**src/rtl/keyed_frame_crc16_coder_defines.svh**
```systemverilog
// Assertion macros for the keyed frame CRC-16 coder.
// Used by the top level only; needs nothing else.
`ifndef KEYED_FRAME_CRC16_CODER_DEFINES_SVH
`define KEYED_FRAME_CRC16_CODER_DEFINES_SVH

// Same-cycle implication, disabled during reset
`define KFC_ASSERT_NOW(label, clk, rst, ante, cons, msg) \
  label: assert property (@(posedge clk) disable iff (rst) (ante) |-> (cons)) \
    else $error(msg);

// Next-cycle implication, disabled during reset
`define KFC_ASSERT_NEXT(label, clk, rst, ante, cons, msg) \
  label: assert property (@(posedge clk) disable iff (rst) (ante) |=> (cons)) \
    else $error(msg);

`endif

```
**src/rtl/kfc_pkg.sv**
```systemverilog
// Shared types, codes and the CRC-16 byte update for the keyed frame coder.
// No dependencies; imported by every module of the block.
package kfc_pkg;

  // CRC-16/XMODEM generator
  localparam logic [15:0] CRC_POLY = 16'h1021;

  // Shortest frame: one payload byte, tag, two CRC bytes
  localparam logic [7:0] MIN_FRAME   = 8'd4;
  localparam logic [7:0] TRAILER_LEN = 8'd3;

  // Register reset values
  localparam logic [7:0] FRAME_LEN_RST = 8'd16;
  localparam logic [7:0] KEY_LEN_RST   = 8'd8;

  // Result queue: holds a full trailer burst plus headroom
  localparam int OUT_DEPTH   = 8;
  localparam int PTR_W       = $clog2(OUT_DEPTH);
  localparam int MAX_PUSH    = 4;
  localparam int PUSH_W      = $clog2(MAX_PUSH + 1);

  // Configuration register indexes
  localparam logic [1:0] CFG_MODE      = 2'd0;
  localparam logic [1:0] CFG_CHANNEL   = 2'd1;
  localparam logic [1:0] CFG_FRAME_LEN = 2'd2;
  localparam logic [1:0] CFG_KEY_LEN   = 2'd3;

  // Mode codes
  localparam logic MODE_ENCODE = 1'b0;
  localparam logic MODE_DECODE = 1'b1;

  typedef enum logic [1:0] {
    STATUS_OK           = 2'd0,
    STATUS_KEY_MISMATCH = 2'd1,
    STATUS_CRC_ERROR    = 2'd2
  } status_t;

  typedef struct packed {
    logic       mode;
    logic [7:0] channel_number;
    logic [7:0] frame_length;
    logic [7:0] key_length;
  } cfg_t;

  typedef struct packed {
    logic [7:0] data_byte;
    logic [7:0] expected_byte;
  } item_t;

  typedef struct packed {
    logic [7:0] data;
    status_t    status;
    logic       last;
  } result_t;

  // Results made by one item, slot 0 first
  typedef struct packed {
    logic [PUSH_W-1:0]         num;
    result_t [MAX_PUSH-1:0]    res;
  } push_t;

  // Queue fill level, seen by the input stage
  typedef struct packed {
    logic [PTR_W:0] count;
  } fifo_stat_t;

  // One byte through the CRC, MSB first; an 8-step XOR network
  function automatic logic [15:0] crc_byte(input logic [15:0] c_in, input logic [7:0] b);
    logic [15:0] c;
    c = c_in;
    for (int k = 0; k < 8; k++) begin
      if (c[15] ^ b[7-k]) begin
        c = {c[14:0], 1'b0} ^ CRC_POLY;
      end else begin
        c = {c[14:0], 1'b0};
      end
    end
    return c;
  endfunction

endpackage

```
**src/rtl/keyed_frame_crc16_coder.sv**
```systemverilog
// Top level of the keyed frame CRC-16 coder: config registers, input stage.
// Depends on kfc_pkg, kfc_core, kfc_out_fifo and the assertion macro header.
//
// channel  handshake              payload
// item     item_valid/item_stall  data_byte, expected_byte
// result   result_valid/stall     out_byte, status, last
// cfg      cfg_valid/cfg_ready    cfg_index, cfg_data
//
// An item is registered on accept and processed once the queue has room: one item per cycle while it does not back up.
// Encode gives one result per payload byte, four on the last (echo, tag, CRC hi, lo);
// decode gives one status result at frame end. Queue of 8 results: the input stage
// moves on only while four slots are free, so output stalls back up to item_stall.
// Synchronous reset clears the control state; no clearing pass.
`include "keyed_frame_crc16_coder_defines.svh"
module keyed_frame_crc16_coder import kfc_pkg::*; (
  input  logic       clk,
  input  logic       rst,
  input  logic       item_valid,
  output logic       item_stall,
  input  logic [7:0] data_byte,
  input  logic [7:0] expected_byte,
  output logic       result_valid,
  input  logic       result_stall,
  output logic [7:0] out_byte,
  output logic [1:0] status,
  output logic       last,
  input  logic       cfg_valid,
  output logic       cfg_ready,
  input  logic [1:0] cfg_index,
  input  logic [7:0] cfg_data
);

  cfg_t       cfg;
  item_t      item;
  logic       item_full, item_full_next;
  logic       go;
  logic       take;
  push_t      push;
  result_t    head;
  fifo_stat_t stat;

  // Configuration registers, always writable
  assign cfg_ready = 1'b1;

  always_ff @(posedge clk) begin
    if (rst) begin
      cfg.mode           <= MODE_ENCODE;
      cfg.channel_number <= '0;
      cfg.frame_length   <= FRAME_LEN_RST;
      cfg.key_length     <= KEY_LEN_RST;
    end else if (cfg_valid && cfg_ready) begin
      case (cfg_index)
        CFG_MODE:      cfg.mode           <= cfg_data[0];
        CFG_CHANNEL:   cfg.channel_number <= cfg_data;
        CFG_FRAME_LEN: cfg.frame_length   <= cfg_data;
        CFG_KEY_LEN:   cfg.key_length     <= cfg_data;
        default:       cfg.mode           <= cfg.mode;
      endcase
    end
  end

  // Input stage: advances while the queue has room for a full burst
  assign go             = item_full && (stat.count <= (PTR_W+1)'(OUT_DEPTH - MAX_PUSH));
  assign item_stall     = item_full && !go;
  assign take           = item_valid && !item_stall;
  assign item_full_next = take || (item_full && !go);

  always_ff @(posedge clk) begin
    if (rst) begin
      item_full <= 1'b0;
    end else begin
      item_full <= item_full_next;
    end
  end

  always_ff @(posedge clk) begin
    if (take) begin
      item.data_byte     <= data_byte;
      item.expected_byte <= expected_byte;
    end
  end

  kfc_core u_core (
    .clk  (clk),
    .rst  (rst),
    .cfg  (cfg),
    .item (item),
    .go   (go),
    .push (push)
  );

  kfc_out_fifo u_fifo (
    .clk          (clk),
    .rst          (rst),
    .push         (push),
    .result_stall (result_stall),
    .result_valid (result_valid),
    .head         (head),
    .stat         (stat)
  );

  assign out_byte = head.data;
  assign status   = 2'(head.status);
  assign last     = head.last;

  // Checks
  `KFC_ASSERT_NOW(a_fifo_bound, clk, rst, 1'b1, stat.count <= (PTR_W+1)'(OUT_DEPTH), "result queue overflow")
  `KFC_ASSERT_NOW(a_stall_only_full, clk, rst, item_stall, item_full, "stall with empty input stage")
  `KFC_ASSERT_NOW(a_burst_ends_frame, clk, rst, push.num == PUSH_W'(MAX_PUSH), push.res[MAX_PUSH-1].last, "trailer burst without frame end")
  `KFC_ASSERT_NEXT(a_push_lands, clk, rst, push.num != '0, result_valid, "pushed result not visible")

endmodule

```
**src/rtl/kfc_core.sv**
```systemverilog
// Frame state and per-item compute for the keyed frame coder.
// Depends on kfc_pkg; feeds the result queue kfc_out_fifo.
module kfc_core import kfc_pkg::*; (
  input  logic  clk,
  input  logic  rst,
  input  cfg_t  cfg,
  input  item_t item,
  input  logic  go,
  output push_t push
);

  logic [7:0]  position, position_next;
  logic [7:0]  byte_sum, byte_sum_next;
  logic [15:0] crc_value, crc_value_next;
  logic        key_mismatch, key_mismatch_next;
  logic [7:0]  tag_seen, tag_seen_next;

  logic [7:0]  fl;
  logic [7:0]  payload;
  logic [8:0]  pos_inc;
  logic [7:0]  sum1;
  logic [15:0] crc1;
  logic [7:0]  tag;
  logic [15:0] crc2;
  logic        km;
  logic [7:0]  dec_sum;
  logic [7:0]  dec_tag;
  status_t     st;

  // Combinational terms for encode and decode
  always_comb begin
    fl      = (cfg.frame_length < MIN_FRAME) ? MIN_FRAME : cfg.frame_length;
    payload = fl - TRAILER_LEN;
    pos_inc = {1'b0, position} + 9'd1;
    sum1    = byte_sum + item.data_byte;
    crc1    = crc_byte(crc_value, item.data_byte);
    tag     = sum1 + cfg.channel_number;
    crc2    = crc_byte(crc1, tag);
    km      = key_mismatch |
              ((position < cfg.key_length) && (item.data_byte != item.expected_byte));
    dec_sum = (position < payload) ? sum1 : byte_sum;
    dec_tag = (position == payload) ? item.data_byte : tag_seen;
    if (km) begin
      st = STATUS_KEY_MISMATCH;
    end else if (crc1 != 16'd0) begin
      st = STATUS_CRC_ERROR;
    end else begin
      st = STATUS_OK;
    end
  end

  // Next state and results for the item in the input register
  always_comb begin
    position_next     = position;
    byte_sum_next     = byte_sum;
    crc_value_next    = crc_value;
    key_mismatch_next = key_mismatch;
    tag_seen_next     = tag_seen;
    push              = '0;
    for (int k = 0; k < MAX_PUSH; k++) begin
      push.res[k].status = STATUS_OK;
    end
    if (cfg.mode == MODE_ENCODE) begin
      push.res[0].data = item.data_byte;
      if (pos_inc < {1'b0, payload}) begin
        push.num       = PUSH_W'(1);
        position_next  = pos_inc[7:0];
        byte_sum_next  = sum1;
        crc_value_next = crc1;
      end else begin
        // last payload byte: echo, tag, CRC high, CRC low
        push.num          = PUSH_W'(MAX_PUSH);
        push.res[1].data  = tag;
        push.res[2].data  = crc2[15:8];
        push.res[3].data  = crc2[7:0];
        push.res[3].last  = 1'b1;
        position_next     = '0;
        byte_sum_next     = '0;
        crc_value_next    = '0;
        key_mismatch_next = 1'b0;
        tag_seen_next     = '0;
      end
    end else begin
      if (pos_inc < {1'b0, fl}) begin
        position_next     = pos_inc[7:0];
        byte_sum_next     = dec_sum;
        crc_value_next    = crc1;
        key_mismatch_next = km;
        tag_seen_next     = dec_tag;
      end else begin
        // frame end: one status result with the recovered channel, zero unless OK
        push.num           = PUSH_W'(1);
        push.res[0].status = st;
        push.res[0].data   = (st == STATUS_OK) ? (dec_tag - dec_sum) : 8'd0;
        push.res[0].last   = 1'b1;
        position_next      = '0;
        byte_sum_next      = '0;
        crc_value_next     = '0;
        key_mismatch_next  = 1'b0;
        tag_seen_next      = '0;
      end
    end
    if (!go) begin
      push.num = '0;
    end
  end

  // Frame state registers
  always_ff @(posedge clk) begin
    if (rst) begin
      position     <= '0;
      byte_sum     <= '0;
      crc_value    <= '0;
      key_mismatch <= 1'b0;
      tag_seen     <= '0;
    end else if (go) begin
      position     <= position_next;
      byte_sum     <= byte_sum_next;
      crc_value    <= crc_value_next;
      key_mismatch <= key_mismatch_next;
      tag_seen     <= tag_seen_next;
    end
  end

endmodule

```
**src/rtl/kfc_out_fifo.sv**
```systemverilog
// Result queue: takes up to four results per cycle, gives one per cycle while result_stall is low.
// Depends on kfc_pkg; fed by kfc_core.
module kfc_out_fifo import kfc_pkg::*; (
  input  logic       clk,
  input  logic       rst,
  input  push_t      push,
  input  logic       result_stall,
  output logic       result_valid,
  output result_t    head,
  output fifo_stat_t stat
);

  result_t [OUT_DEPTH-1:0] entries;
  logic [PTR_W-1:0] wr_ptr, wr_ptr_next;
  logic [PTR_W-1:0] rd_ptr, rd_ptr_next;
  logic [PTR_W:0]   count, count_next;
  logic             pop;

  assign result_valid = (count != '0);
  assign head         = entries[rd_ptr];
  assign pop          = result_valid && !result_stall;
  assign stat.count   = count;

  // Pointer and fill arithmetic
  always_comb begin
    wr_ptr_next = wr_ptr + PTR_W'(push.num);
    rd_ptr_next = rd_ptr + PTR_W'(pop);
    count_next  = count + (PTR_W+1)'(push.num) - (PTR_W+1)'(pop);
  end

  // Entry writes of the pushed results; the input stage keeps them to free slots
  always_ff @(posedge clk) begin
    for (int k = 0; k < MAX_PUSH; k++) begin
      if (PUSH_W'(k) < push.num) begin
        entries[wr_ptr + PTR_W'(k)] <= push.res[k];
      end
    end
  end

  always_ff @(posedge clk) begin
    if (rst) begin
      wr_ptr <= '0;
      rd_ptr <= '0;
      count  <= '0;
    end else begin
      wr_ptr <= wr_ptr_next;
      rd_ptr <= rd_ptr_next;
      count  <= count_next;
    end
  end

endmodule
```
**config.mk**
```make
export PLATFORM = sky130hd
export DESIGN_NAME = keyed_frame_crc16_coder
export DESIGN_NICKNAME = d
export VERILOG_FILES = /design/src/rtl/kfc_pkg.sv /design/src/rtl/keyed_frame_crc16_coder.sv /design/src/rtl/kfc_core.sv /design/src/rtl/kfc_out_fifo.sv
export VERILOG_INCLUDE_DIRS = /design/src /design/src/rtl
export SDC_FILE = /design/constraint.sdc
export NUM_CORES = 1
export LEC_CHECK = 0
export BUFFER_PORTS_ARGS = -buffer_cell sky130_fd_sc_hd__buf_2
export CAP_MARGIN = 20
export CORE_MARGIN = 8
export CORE_UTILIZATION = 51
export DETAILED_ROUTE_END_ITERATION = 16
export GPL_TIMING_DRIVEN = 0
export PLACE_DENSITY = 0.8
export RECOVER_POWER = 50
export SYNTH_ARGS = -nofsm -noshare
export SYNTH_HDL_FRONTEND = slang
export SYNTH_HIERARCHICAL = 1
export SYNTH_SLANG_ARGS = --single-unit
export TNS_END_PERCENT = 100
```
**constraint.sdc**
```tcl
create_clock -name clk -period 9.6 [get_ports clk]
set_clock_uncertainty 0.2 [all_clocks]
set_input_delay 1.44 -clock clk [delete_from_list [all_inputs] [get_ports clk]]
set_output_delay 1.44 -clock clk [all_outputs]
set_load 0.03 [all_outputs]
```
==> results <==
- The flow ran to the end, and the final reports show no timing, DRC or antenna violations.
- The post-route minimum period is 6740 ps.
- The number of resized instances in the post-cts repair step is 0.
- The first global-routing pass estimated 64.6 mm of wire.
- The number of slew-limit violations in the final report is 0.
- After synthesis, the share of flip-flops with an asynchronous set or reset is 0.
- The number of enable flip-flop cells after synthesis is 16.
- For this block, the initial DRC count from the detailed router was 1566.
- The buffer and inverter count on the worst path is 3.
- The detailed-route wire length per cell is 21.7 um.
- The count of synthesis-stage warnings from yosys is 6.
- Setup violations remaining at the end of the flow were counted as 0.
- The most used flip-flop cell after synthesis is sky130_fd_sc_hd__dfxtp_1.
- The synthesized netlist contains 87 unique library cells.
- Across every metal layer, demand over resource in global routing totals 0.256.
- The worst setup path is captured at a flop.
- The first-pass iteration count of the detailed router is 7.
- The later-pin clock latency in the skew report is 440 ps.
- The number of port buffers is 43.
- The post-synthesis area per instance is 8.98 um^2.
- The detailed placement HPWL is 30.6 mm.
- The aggregate global routing overflow is 0.
- VDD sags by at most 151 uV.
- In the routed layout, each cell is associated on average with a via count of 6.45.
- In this run the static leakage power is 5.58 nW.
- After the last flow step, the layout net total stands at 1627.
- The starting density of the core is 0.520.
- The startpoint type of the worst setup path is a flop.
- After layout, the design draws a total of 3.72 mW.
- Power spread over the standard cell area amounts to 260 nW/um^2.
- The headroom to the max-slew limit is 0.165.
- The cell count after synthesis came out at 1458.
- The final routed DRC violation total is 0.
- The post-route fraction of the period consumed by the critical path is 0.702.
- In this run, CTS created clock tree buffers numbering 17.
- In the final timing run, aggregate negative setup slack is 0 ps.
- For this design, the CTS-stage hold fixing added 0 buffers.
- In this run the count of I/O pins placed on the die edge is 45.
- Of all nets on the critical path, the largest fanout is 10.
- The height of the die is 176 um.
- The number of global-route vias before repair is 12083.
- The placed instances occupy a cell area of 13800 um^2.
- The CTS tree is done.
- The cell type with the highest aggregate area in the netlist is sky130_fd_sc_hd__dfxtp_1.
- The timing-limited maximum frequency is 148 MHz.
- The sequential element share of the synthesized area is 0.289.
- For the pin with the worst max-slew slack, the measured transition is 1240 ps.
- Setup repair after global routing left no endpoint under its margin.
- The endpoint arrival time on the critical path is 6900 ps.
- The detailed router placed 12086 vias in this run.
- The class of the most critical setup path is flop to flop.
- The CTS clock-pin slew for the worst setup and hold paths is 80 ps.
- With fillers left out, the area of the finished cells amounts to 14300 um^2.
- After synthesis, the cell types taking the most area are sky130_fd_sc_hd__dfxtp_1, sky130_fd_sc_hd__ha_1, sky130_fd_sc_hd__a22oi_1.
- The die covers 31000 um^2.
- In this run the standard cell core region covers 25200 um^2.
- No sink is reached through more buffers than the 2 on the longest clock path.
- The most frequently used cell type in the post-synthesis netlist is sky130_fd_sc_hd__dfxtp_1.
- The detail route stage leaves a number of antenna-violating nets equal to 0.
- By count the netlist is led by sky130_fd_sc_hd__dfxtp_1, sky130_fd_sc_hd__nor2_1, sky130_fd_sc_hd__a22oi_1, sky130_fd_sc_hd__a211oi_1, sky130_fd_sc_hd__nor3_1.
- Entering global routing, the biggest net connects 20 pins.
- The cell at the root of the clock tree is sky130_fd_sc_hd__clkbuf_16.
- The depth of the CTS H-tree is 4.
- The total standard cell area after synthesis is 13100 um^2.
- The class of the most critical hold timing path is flop to flop.
- The clock net in this run drives a total of 181 sinks.
- The initial antenna violation count was 1.
- The final estimated routing congestion in global placement is 0.976.
- The post-synthesis to final-layout area growth is 9.15%.
- Across the run, the number of max-cap violations was 0.
- The final-report hold violation count came to 0.
- The fraction of layout cells with a size suffix above 1 is 0.157.
- The largest stage delay on the critical path is 890 ps.
- Buffers added to address setup during post-CTS repair amount to 0.
- The routed wire length is 40.7 mm.
- The share of the synthesized area in the top cell type is 0.252.
- The signal on the critical path passes through nor3_1 -> nand3_1 -> o21ai_0 -> inv_1 -> ha_1 -> nor2_1 -> nand2_1 -> xnor2_1 -> ha_1 -> nor3_1 -> nor2_1 -> o41ai_1 -> o2bb2a_1 -> o21ai_0 -> nand2_1 -> clkbuf_1 -> nor2_1 -> nand2b_1 -> nor3_1 -> clkbuf_1 -> a22oi_1 -> o31ai_2.
- The worst-path cell with the longest stage delay is sky130_fd_sc_hd__o21ai_0.
- For the worst setup path, the data required time is 9760 ps.
- Broken down by cell family, the worst path's largest delay share belongs to simple AND/OR/NAND/NOR gates.
- Synthesis inferred 181 register bits.
- The row count is 58.
- The die span in x is 176 um.
==> stage by stage <==
stage          utilization  std cells  hold WS, ps  setup WS (ps)
4_1_cts              0.570       1873          280           3040
3_5_place_dp         0.546       1841          268           3190
6_report             0.567       1874          278           2860
2_1_floorplan            -       1466          245           4270
5_1_grt              0.567       1873          301           2380
3_3_place_gp         0.546       1839          259           3350
==> final timing paths <==
kind,from,endpoint,slack [ps],depth (start not counted)
worst min-delay path,cfg[7]$_SDFFE_PP0P_,cfg[7]$_SDFFE_PP0P_,280,2
worst max register to register,cfg[13]$_SDFFE_PP0P_,u_fifo/entries[83]$_DFF_P_,2860,22
worst max-delay path,cfg[13]$_SDFFE_PP0P_,u_fifo/entries[83]$_DFF_P_,2860,22
worst min register to register,cfg[7]$_SDFFE_PP0P_,cfg[7]$_SDFFE_PP0P_,280,2
==> flip-flops by register name, indices dropped and copies added (netlist names) <==
name and flops:
u_fifo/wr_ptr 3, u_core/key_mismatch 1, u_core/byte_sum 8, u_fifo/rd_ptr 3
cfg 25, u_core/crc_value 16, u_core/position 8, u_core/tag_seen 8
u_fifo/stat 4, item_full 1, u_fifo/entries 88, item 16
==> final cells by class <==
class                      count  area [um^2]
antenna                        1         2.50
buffer                       144          719
clock buffer                  17          425
clock inverter                15          164
fill                        2228        10900
inverter                      47          176
multi-input combinational   1094         8390
sequential                   181         3780
tap                          330          413
timing repair buffer          45          208
==> power breakdown <==
part	internal (mW)	switching, mW
Clock	0.350	0.364
Combinational	0.825	0.984
Sequential	1.01	0.187
==> cell usage in the layout (no fill, tap or decap), drive strengths merged, types with 16 or more instances in the layout <==
cell type	synthesis	layout
o21ai	28	28
ha	61	61
mux4	22	22
nor3	66	66
mux2	19	19
nand2	52	52
clkbuf	50	86
inv	47	54
nand2b	43	43
and3	41	41
xnor2	58	58
a21oi	25	25
buf	94	120
dfxtp	165	165
nor2	153	153
o31ai	92	92
xor2	35	35
a22o	19	19
a22oi	95	95
a211oi	91	91
mux2i	32	32
edfxtp	16	16
==> logic make-up (layout without fill, tap and decap cells) <==
| logic type | Yosys count | in the layout | synth area share |
|---|---|---|---|
| buffers and inverters | 191 | 268 | 0.0694 |
| other | 2 | 11 | 0.000574 |
| AOI/OAI and AO/OA | 398 | 398 | 0.244 |
| DFF | 181 | 181 | 0.289 |
| and+or+nand+nor | 451 | 451 | 0.180 |
| adders and majority gates | 67 | 67 | 0.0667 |
| muxes | 73 | 73 | 0.0787 |
| xor gates and xnor gates | 95 | 95 | 0.0719 |
==> per-layer routing <==
| metal | routed length, um | GRT usage | up-vias |
|---|---|---|---|
| met5 | 0 | 0 | - |
| met2 | 19400 | 0.428 | 699 |
| met4 | 1290 | 0.123 | 0 |
| met1 | 16600 | 0.317 | 5761 |
| met3 | 3380 | 0.0412 | 119 |
| li1 | - | - | 5507 |
==> worst register-to-register path, cell delays in order (launching register included) <==
cell,delay (ps)
sky130_fd_sc_hd__dfxtp_1,380
sky130_fd_sc_hd__nor3_1,440
sky130_fd_sc_hd__nand3_1,150
sky130_fd_sc_hd__o21ai_0,340
sky130_fd_sc_hd__inv_1,130
sky130_fd_sc_hd__ha_1,280
sky130_fd_sc_hd__nor2_1,110
sky130_fd_sc_hd__nand2_1,70
sky130_fd_sc_hd__xnor2_1,170
sky130_fd_sc_hd__ha_1,280
sky130_fd_sc_hd__nor3_1,40
sky130_fd_sc_hd__nor2_1,80
sky130_fd_sc_hd__o41ai_1,100
sky130_fd_sc_hd__o2bb2a_1,290
sky130_fd_sc_hd__o21ai_0,890
sky130_fd_sc_hd__nand2_1,390
sky130_fd_sc_hd__clkbuf_1,330
sky130_fd_sc_hd__nor2_1,500
sky130_fd_sc_hd__nand2b_1,190
sky130_fd_sc_hd__nor3_1,400
sky130_fd_sc_hd__clkbuf_1,590
sky130_fd_sc_hd__a22oi_1,200
sky130_fd_sc_hd__o31ai_2,110
(Power assumes the default switching activity.)
